### src/rtl/mbrx_pkg.sv
// Shared constants and types for the Modbus RTU response receiver.
package mbrx_pkg;

  localparam int BUFFER_BYTES  = 64;
  localparam int MAX_REGISTERS = 16;

  localparam int ADDR_W  = $clog2(BUFFER_BYTES);
  localparam int COUNT_W = $clog2(BUFFER_BYTES + 1);
  localparam int REGS_W  = $clog2(MAX_REGISTERS + 1);
  localparam int CMP_W   = 9;

  localparam logic [7:0]  ADDRESS_BYTE = 8'hFE;
  localparam logic [15:0] CRC_INIT     = 16'hFFFF;
  localparam logic [15:0] CRC_POLY     = 16'hA001;
  localparam int          FRAME_EXTRA  = 5;
  localparam int          FIRST_DATA   = 3;
  localparam logic [4:0]  REG_COUNT_RESET = 5'd16;

  typedef enum logic [1:0] {
    ST_OK       = 2'd0,
    ST_CRC_ERR  = 2'd1,
    ST_TIMEOUT  = 2'd2,
    ST_OVERFLOW = 2'd3
  } status_t;

  localparam logic KIND_STATUS = 1'b0;
  localparam logic KIND_REG    = 1'b1;
  localparam logic MODE_BYTE   = 1'b0;
  localparam logic MODE_TICK   = 1'b1;

  typedef enum logic [6:0] {
    S_IDLE    = 7'b0000001,
    S_CRC     = 7'b0000010,
    S_CHECK   = 7'b0000100,
    S_STATUS  = 7'b0001000,
    S_RD_HI   = 7'b0010000,
    S_RD_LO   = 7'b0100000,
    S_REG_OUT = 7'b1000000
  } state_t;

endpackage

### src/rtl/modbus_rtu_response_receiver.sv
// Modbus RTU response receiver: frame buffer, bit-serial CRC-16 and result emission.
// A byte is taken in S_IDLE, then the CRC runs one bit per cycle in S_CRC and S_CHECK judges the
// frame, so no new byte is taken until the judgement is done. A tick on an empty frame is taken
// and changes nothing; a timeout tick passes through S_STATUS, which waits for a free output.
// A finished frame gives its status from S_STATUS once the output is free; each register word
// then passes through S_RD_HI, S_RD_LO and S_REG_OUT, as the frame store has a single read port.
// Reset is synchronous and active high: it empties the frame, sets the CRC to all ones and
// register_count to 16. The frame store is not cleared; only bytes of the current frame are read.
module modbus_rtu_response_receiver
  import mbrx_pkg::*;
(
  input  logic        clk,
  input  logic        rst,
  input  logic        s_tvalid,
  output logic        s_tready,
  input  logic [7:0]  s_tdata,   // [7:0] byte_value
  input  logic        s_tuser,   // [0] mode
  output logic        m_tvalid,
  input  logic        m_tready,
  output logic [23:0] m_tdata,   // [3:0] reg_index, [19:4] reg_value, [21:20] status, zero fill
  output logic        m_tuser,   // [0] kind
  output logic        m_tlast,   // last
  input  logic        cfg_valid,
  output logic        cfg_ready,
  input  logic [4:0]  cfg_data   // [4:0] register_count
);

  state_t             state;
  logic [4:0]         register_count;
  logic [15:0]        crc;
  logic [COUNT_W-1:0] byte_count;
  logic               first_is_address;
  logic [2:0]         bit_cnt;
  logic [REGS_W-1:0]  regs_eff;
  logic [REGS_W-1:0]  reg_idx;
  logic [ADDR_W-1:0]  rd_ptr;
  logic [7:0]         rd_data;
  logic [7:0]         hi_byte;
  status_t            status_code;
  logic               status_last;
  logic [7:0]         frame_store [BUFFER_BYTES];

  logic               in_xfer;
  logic               out_free;
  logic               out_load;
  logic               skip_byte;
  logic [CMP_W-1:0]   cfg_ext;
  logic [CMP_W-1:0]   regs_sel;
  logic [CMP_W-1:0]   need;
  logic               complete;
  logic               last_reg;

  assign s_tready  = (state == S_IDLE) && !rst;
  assign cfg_ready = !rst;
  assign in_xfer   = s_tvalid && s_tready;
  assign out_free  = !m_tvalid || m_tready;
  assign skip_byte = (byte_count == '0) && (s_tdata == 8'h00);

  assign cfg_ext  = CMP_W'(register_count);
  assign regs_sel = (cfg_ext > CMP_W'(MAX_REGISTERS)) ? CMP_W'(MAX_REGISTERS) : cfg_ext;
  assign need     = CMP_W'(2 * regs_sel + CMP_W'(FRAME_EXTRA));
  assign complete = first_is_address && (CMP_W'(byte_count) >= need);
  assign last_reg = (reg_idx + REGS_W'(1)) == regs_eff;

  assign out_load = ((state == S_STATUS) || (state == S_REG_OUT)) && out_free;

  // Frame store: one write port, one registered read port.
  always_ff @(posedge clk) begin
    if (in_xfer && (s_tuser == MODE_BYTE) && !skip_byte) begin
      frame_store[byte_count[ADDR_W-1:0]] <= s_tdata;
    end
    if ((state == S_RD_HI) || (state == S_RD_LO)) begin
      rd_data <= frame_store[rd_ptr];
    end
  end

  always_ff @(posedge clk) begin
    if (rst) begin
      register_count <= REG_COUNT_RESET;
    end else if (cfg_valid && cfg_ready) begin
      register_count <= cfg_data;
    end
  end

  always_ff @(posedge clk) begin
    if (rst) begin
      state            <= S_IDLE;
      crc              <= CRC_INIT;
      byte_count       <= '0;
      first_is_address <= 1'b0;
      bit_cnt          <= '0;
      regs_eff         <= '0;
      reg_idx          <= '0;
      rd_ptr           <= '0;
      status_code      <= ST_OK;
      status_last      <= 1'b1;
    end else begin
      unique case (state)
        S_IDLE: begin
          if (in_xfer) begin
            if (s_tuser == MODE_TICK) begin
              if (byte_count != '0) begin
                status_code      <= ST_TIMEOUT;
                status_last      <= 1'b1;
                regs_eff         <= '0;
                crc              <= CRC_INIT;
                byte_count       <= '0;
                first_is_address <= 1'b0;
                state            <= S_STATUS;
              end
            end else if (!skip_byte) begin
              if (byte_count == '0) begin
                first_is_address <= (s_tdata == ADDRESS_BYTE);
              end
              byte_count <= byte_count + COUNT_W'(1);
              crc        <= crc ^ {8'h00, s_tdata};
              bit_cnt    <= '0;
              state      <= S_CRC;
            end
          end
        end
        S_CRC: begin
          crc     <= crc[0] ? ((crc >> 1) ^ CRC_POLY) : (crc >> 1);
          bit_cnt <= bit_cnt + 3'd1;
          if (bit_cnt == 3'd7) begin
            state <= S_CHECK;
          end
        end
        S_CHECK: begin
          reg_idx <= '0;
          rd_ptr  <= ADDR_W'(FIRST_DATA);
          if (complete) begin
            if (crc != 16'h0000) begin
              status_code <= ST_CRC_ERR;
              status_last <= 1'b1;
              regs_eff    <= '0;
            end else begin
              status_code <= ST_OK;
              status_last <= (regs_sel == '0);
              regs_eff    <= REGS_W'(regs_sel);
            end
            crc              <= CRC_INIT;
            byte_count       <= '0;
            first_is_address <= 1'b0;
            state            <= S_STATUS;
          end else if (CMP_W'(byte_count) >= CMP_W'(BUFFER_BYTES)) begin
            status_code      <= ST_OVERFLOW;
            status_last      <= 1'b1;
            regs_eff         <= '0;
            crc              <= CRC_INIT;
            byte_count       <= '0;
            first_is_address <= 1'b0;
            state            <= S_STATUS;
          end else begin
            state <= S_IDLE;
          end
        end
        S_STATUS: begin
          if (out_free) begin
            state <= status_last ? S_IDLE : S_RD_HI;
          end
        end
        S_RD_HI: begin
          rd_ptr <= rd_ptr + ADDR_W'(1);
          state  <= S_RD_LO;
        end
        S_RD_LO: begin
          hi_byte <= rd_data;
          rd_ptr  <= rd_ptr + ADDR_W'(1);
          state   <= S_REG_OUT;
        end
        S_REG_OUT: begin
          if (out_free) begin
            reg_idx <= reg_idx + REGS_W'(1);
            state   <= last_reg ? S_IDLE : S_RD_HI;
          end
        end
        default: state <= S_IDLE;
      endcase
    end
  end

  // Output register: holds one result until the downstream transfer completes.
  always_ff @(posedge clk) begin
    if (rst) begin
      m_tvalid <= 1'b0;
    end else if (out_load) begin
      m_tvalid <= 1'b1;
    end else if (m_tready) begin
      m_tvalid <= 1'b0;
    end
  end

  always_ff @(posedge clk) begin
    if (out_load) begin
      if (state == S_STATUS) begin
        m_tuser <= KIND_STATUS;
        m_tdata <= {2'b00, status_code, 16'h0000, 4'h0};
        m_tlast <= status_last;
      end else begin
        m_tuser <= KIND_REG;
        m_tdata <= {2'b00, ST_OK, hi_byte, rd_data, reg_idx[3:0]};
        m_tlast <= last_reg;
      end
    end
  end

  // The frame never holds more bytes than the buffer.
  a_count_bound: assert property (@(posedge clk) disable iff (rst)
    CMP_W'(byte_count) <= CMP_W'(BUFFER_BYTES))
    else $error("byte count beyond buffer size");

  // A result is only loaded when the output register is free.
  a_load_free: assert property (@(posedge clk) disable iff (rst)
    out_load |-> (!m_tvalid || m_tready))
    else $error("output register overwritten");

  // Register items always carry an ok status.
  a_reg_ok: assert property (@(posedge clk) disable iff (rst)
    (m_tvalid && (m_tuser == KIND_REG)) |-> (m_tdata[21:20] == ST_OK))
    else $error("register item with non-ok status");

  // A tick on a partial frame leads straight to a timeout status.
  a_timeout: assert property (@(posedge clk) disable iff (rst)
    (in_xfer && (s_tuser == MODE_TICK) && (byte_count != '0))
      |=> ((state == S_STATUS) && (status_code == ST_TIMEOUT) && (byte_count == '0)))
    else $error("timeout not reported");

endmodule

### config.mk
export PLATFORM = sky130hd
export DESIGN_NAME = modbus_rtu_response_receiver
export DESIGN_NICKNAME = d
export VERILOG_FILES = /design/src/rtl/mbrx_pkg.sv /design/src/rtl/modbus_rtu_response_receiver.sv
export SDC_FILE = /design/constraint.sdc
export NUM_CORES = 1
export LEC_CHECK = 0
export ABC_AREA = 1
export CORE_ASPECT_RATIO = 0.9
export CORE_MARGIN = 5
export CORE_UTILIZATION = 55
export CTS_CLUSTER_SIZE = 12
export DETAILED_ROUTE_END_ITERATION = 6
export DONT_BUFFER_PORTS = 1
export HOLD_SLACK_MARGIN = 0.08
export PLACE_DENSITY_LB_ADDON = 0.2
export SYNTH_ARGS = -nofsm -noshare
export SYNTH_HDL_FRONTEND = slang
export SYNTH_SLANG_ARGS = --single-unit
export TNS_END_PERCENT = 10
### constraint.sdc
create_clock -name clk -period 3.18 [get_ports clk]
set_clock_uncertainty 0.05 [all_clocks]
set_input_delay 0.477 -clock clk [delete_from_list [all_inputs] [get_ports clk]]
set_output_delay 0.477 -clock clk [all_outputs]
set_load 0.02 [all_outputs]
==> flow_summary_export.csv <==
group,metric,value,unit
finish,utilization,62.4,%
timing,drv_slew,0,
power,pwr-share-seq,55.6,%
logic_synthesis,ys_top_cells_by_area,"edfxtp_1 66%, o21ai_0 6.5%, nor2_1 6.3%, dfxtp_1 4.7%, o22ai_1 3.2%",
min_path,min-delay-path-class,"in2reg",
logic_synthesis,yosysWarningCount,0,
status,status,"finished clean",
logic_synthesis,yosys-top-cells-count,"552 x edfxtp_1, 422 x nor2_1, 328 x o21ai_0",
setup_path,rrSetupSlack,0.34,ns
setup_path,r2r_end,"frame_store[23][7]$_DFFE_PP_",
clock_tree,cts.clk_slew.worst_paths,0.06,ns
place,dp.cells,2754,
detailed_routing,ant_nets,0,
timing,rsz0062_at_grt,"false",
power,switching_share,21.0,%
logic_synthesis,ys_ff_latch,611,
detailed_routing,drtPass1Iterations,6,
floorplan,die_x,236,um
floorplan,rows,74,
logic_synthesis,synth_area,25200,sq um
finish,nNetsFinal,2259,
power,switchingPower,3340,uW
place,portBuffers,0,
floorplan,die-area,50300,sq um
logic_synthesis,synth_edf_count,552,
grt,grt_usage,25.2,%
logic_synthesis,synth_flop_cell,"edfxtp_1",
finish,instances_no_fill,2868,
setup_path,crit_path_end_kind,"register",
logic_synthesis,yosysMostFrequentCell,"edfxtp_1",
clock_tree,cts_sinks,611,
floorplan,io_pins,48,
power,internal-power,12600,uW
place,place_ws,0.367,ns
setup_path,required,3.38,ns
clock_tree,cts-hold-fix-buffers,20,
timing,slew_headroom,45.5,%
setup_path,crit_arrival,3.04,ns
place,hpwl,36500,um
power,ir_worst_vdd,0.444,mV
setup_path,worstRegToRegCells,11,
timing,setup-tns-final,0,ns
grt,grt_pass1_vias,16416,
detailed_routing,via_count,17244,
floorplan,initial_utilization,55.6,%
clock_tree,htree_levels,2,
timing,setup_viol,0,
timing,final-hold-violation-count,0,
clock_tree,post-cts-setup-buffers,0,
detailed_routing,first_iter_violations,2108,
grt,grt_overflow_total,0,
clock_tree,cts_resized,0,
detailed_routing,wl_per_cell,22.2,um
power,pwr-share-comb,3.6,%
floorplan,die_h,213,um
clock_tree,clk_path_buf_depth,3,
setup_path,crit_start,"state[3]$_SDFFE_PP0P_",
timing,period_minus_slack,2.84,ns
finish,area_growth,12.2,%
power,power.share.clock,40.8,%
power,powerDensity,562,nW/um^2
setup_path,crit_fanout,8,
clock_tree,clk_latency,0.63,ns
setup_path,endpoint,"frame_store[23][7]$_DFFE_PP_",
detailed_routing,via_per_inst,6.01,
detailed_routing,drt-total-wl,63600,um
setup_path,reg2reg_from,"state[3]$_SDFFE_PP0P_",
timing,finalCritPeriodShare,89.2,%
logic_synthesis,synth.top_cell.area_share,65.7,%
logic_synthesis,ys_types,41,
timing,worstMarginPinSlew,0.814,ns
detailed_routing,drc,0,
timing,fin_ws,0.344,ns
clock_tree,cts_tree,"yes",
timing,timing.fmax,353,MHz
place,globalplace.congestion,0.853,
clock_tree,cts_buffers,60,
setup_path,crit_type,"reg2reg",
finish,drive_gt1_share,10.0,%
run,max-cap-violations,0,
floorplan,core_region_area,45400,sq um
power,p_leak,0.00980,uW
clock_tree,cts_root_buf,"clkbuf_16",
grt,grt_max_degree,121,
logic_synthesis,seq_area_frac_synth,70.4,%
grt,grt_pass1_wl,98100,um
logic_synthesis,syn-instance-count,2186,
logic_synthesis,syn_area_per_cell,11.5,sq um
logic_synthesis,synth-async-reset-ratio,0,%
logic_synthesis,yosysTopAreaCell,"edfxtp_1",
setup_path,cp-start-kind,"register",
finish,fill_cells,3524,
grt,antenna_found_initial,1,
sequential cells by signal, indices dropped and copies added, names as in the netlist, 3 cells and up:
signal and cells:
reg_idx 5, state 7, frame_store 512, hi_byte 8, rd_data 8, m_tdata 22, byte_count 7, bit_cnt 3
rd_ptr 6, crc 16, regs_eff 5, register_count 5
kinds of logic (layout without fill, tap and decap cells):
group | count (synthesis) | after routing | share of synthesized area [%]
other cells | 2 | 4 | 0.0298
simple gates | 760 | 760 | 12.9
fa+ha+maj | 12 | 12 | 0.595
compound gates | 568 | 568 | 12.1
buf+inv | 221 | 293 | 3.55
xor+xnor | 12 | 12 | 0.416
flops | 611 | 611 | 70.4
worst max-delay path, stage by stage, from the launching register on:
cell and delay, ns:
dfxtp_1 0.35, inv_2 0.06, nand2_1 0.08, nor2_1 0.07, nand4_1 0.16, nand2_2 0.10
a21oi_2 0.17, nand2_2 0.11, nor2_4 0.24, nand4_2 0.25, buf_4 0.26, nor2_1 0.56
worst min-delay path by stage:
stage                               endpoint  slack, ns            startpoint  cells after the start
2_1_floorplan           hi_byte[0]$_DFFE_PP_       0.38  rd_data[0]$_DFFE_PP_                      0
3_3_place_gp            crc[12]$_SDFFE_PP1P_       0.39  crc[12]$_SDFFE_PP1P_                      2
3_5_place_dp            crc[11]$_SDFFE_PP1P_       0.40  crc[11]$_SDFFE_PP1P_                      2
4_1_cts        first_is_address$_SDFFE_PP0P_       0.11            s_tdata[0]                      5
5_1_grt                 hi_byte[6]$_DFFE_PP_       0.14                   rst                      1
6_report                hi_byte[4]$_DFFE_PP_       0.14                   rst                      1
layout make-up:
type,instances,area (sq um),share of cell area (%)
well taps,608,761,2.69
flip-flops and latches,611,17800,62.8
repair buffers,114,1130,4.00
inverters,86,330,1.17
diodes,1,2.50,0.00884
multi-input cells,1355,6590,23.3
clock buffers,78,1580,5.58
clock inverters,15,150,0.530
per-stage QoR:
| step | cell area [sq um] | hold WS [ns] | power [uW] |
|---|---|---|---|
| detailed placement | 26200 | 0.400 | 9420 |
| global route | 28300 | 0.137 | 16400 |
| floorplan | 25200 | 0.376 | 9330 |
| CTS | 28300 | 0.106 | 16000 |
| global placement | 26200 | 0.392 | 9410 |
| finish | 28300 | 0.135 | 15900 |
power by group through the flow:
| stage | clock, uW | combinational, uW | sequential [uW] |
|---|---|---|---|
| 2_1_floorplan | 0 | 319 | 9010 |
| 3_3_place_gp | 0 | 392 | 9010 |
| 3_5_place_dp | 0 | 403 | 9010 |
| 4_1_cts | 6580 | 573 | 8850 |
| 5_1_grt | 6940 | 635 | 8850 |
| 6_report | 6490 | 577 | 8850 |
layer usage:
metal / global-route usage, % / wire length (um) / up-vias
met2: 39.7 / 29100 / 810
met3: 5.11 / 5890 / 123
met1: 36.0 / 26900 / 8359
met5: 0 / 0 / -
met4: 8.05 / 1810 / 0
li1: - / - / 7952
placed cells by master, fill, tap and decap left out, drive strengths merged, types with 11 or more instances in the layout:
cell,count
edfxtp,552
nor2,429
o21ai,350
nand2,210
o22ai,128
buf,103
inv,85
clkbuf,78
a21oi,71
nand3,64
dfxtp,59
nand4,44
clkinv,14
o211ai,12
ha,12
dlygate4sd3,11
(Power assumes the default switching activity.)
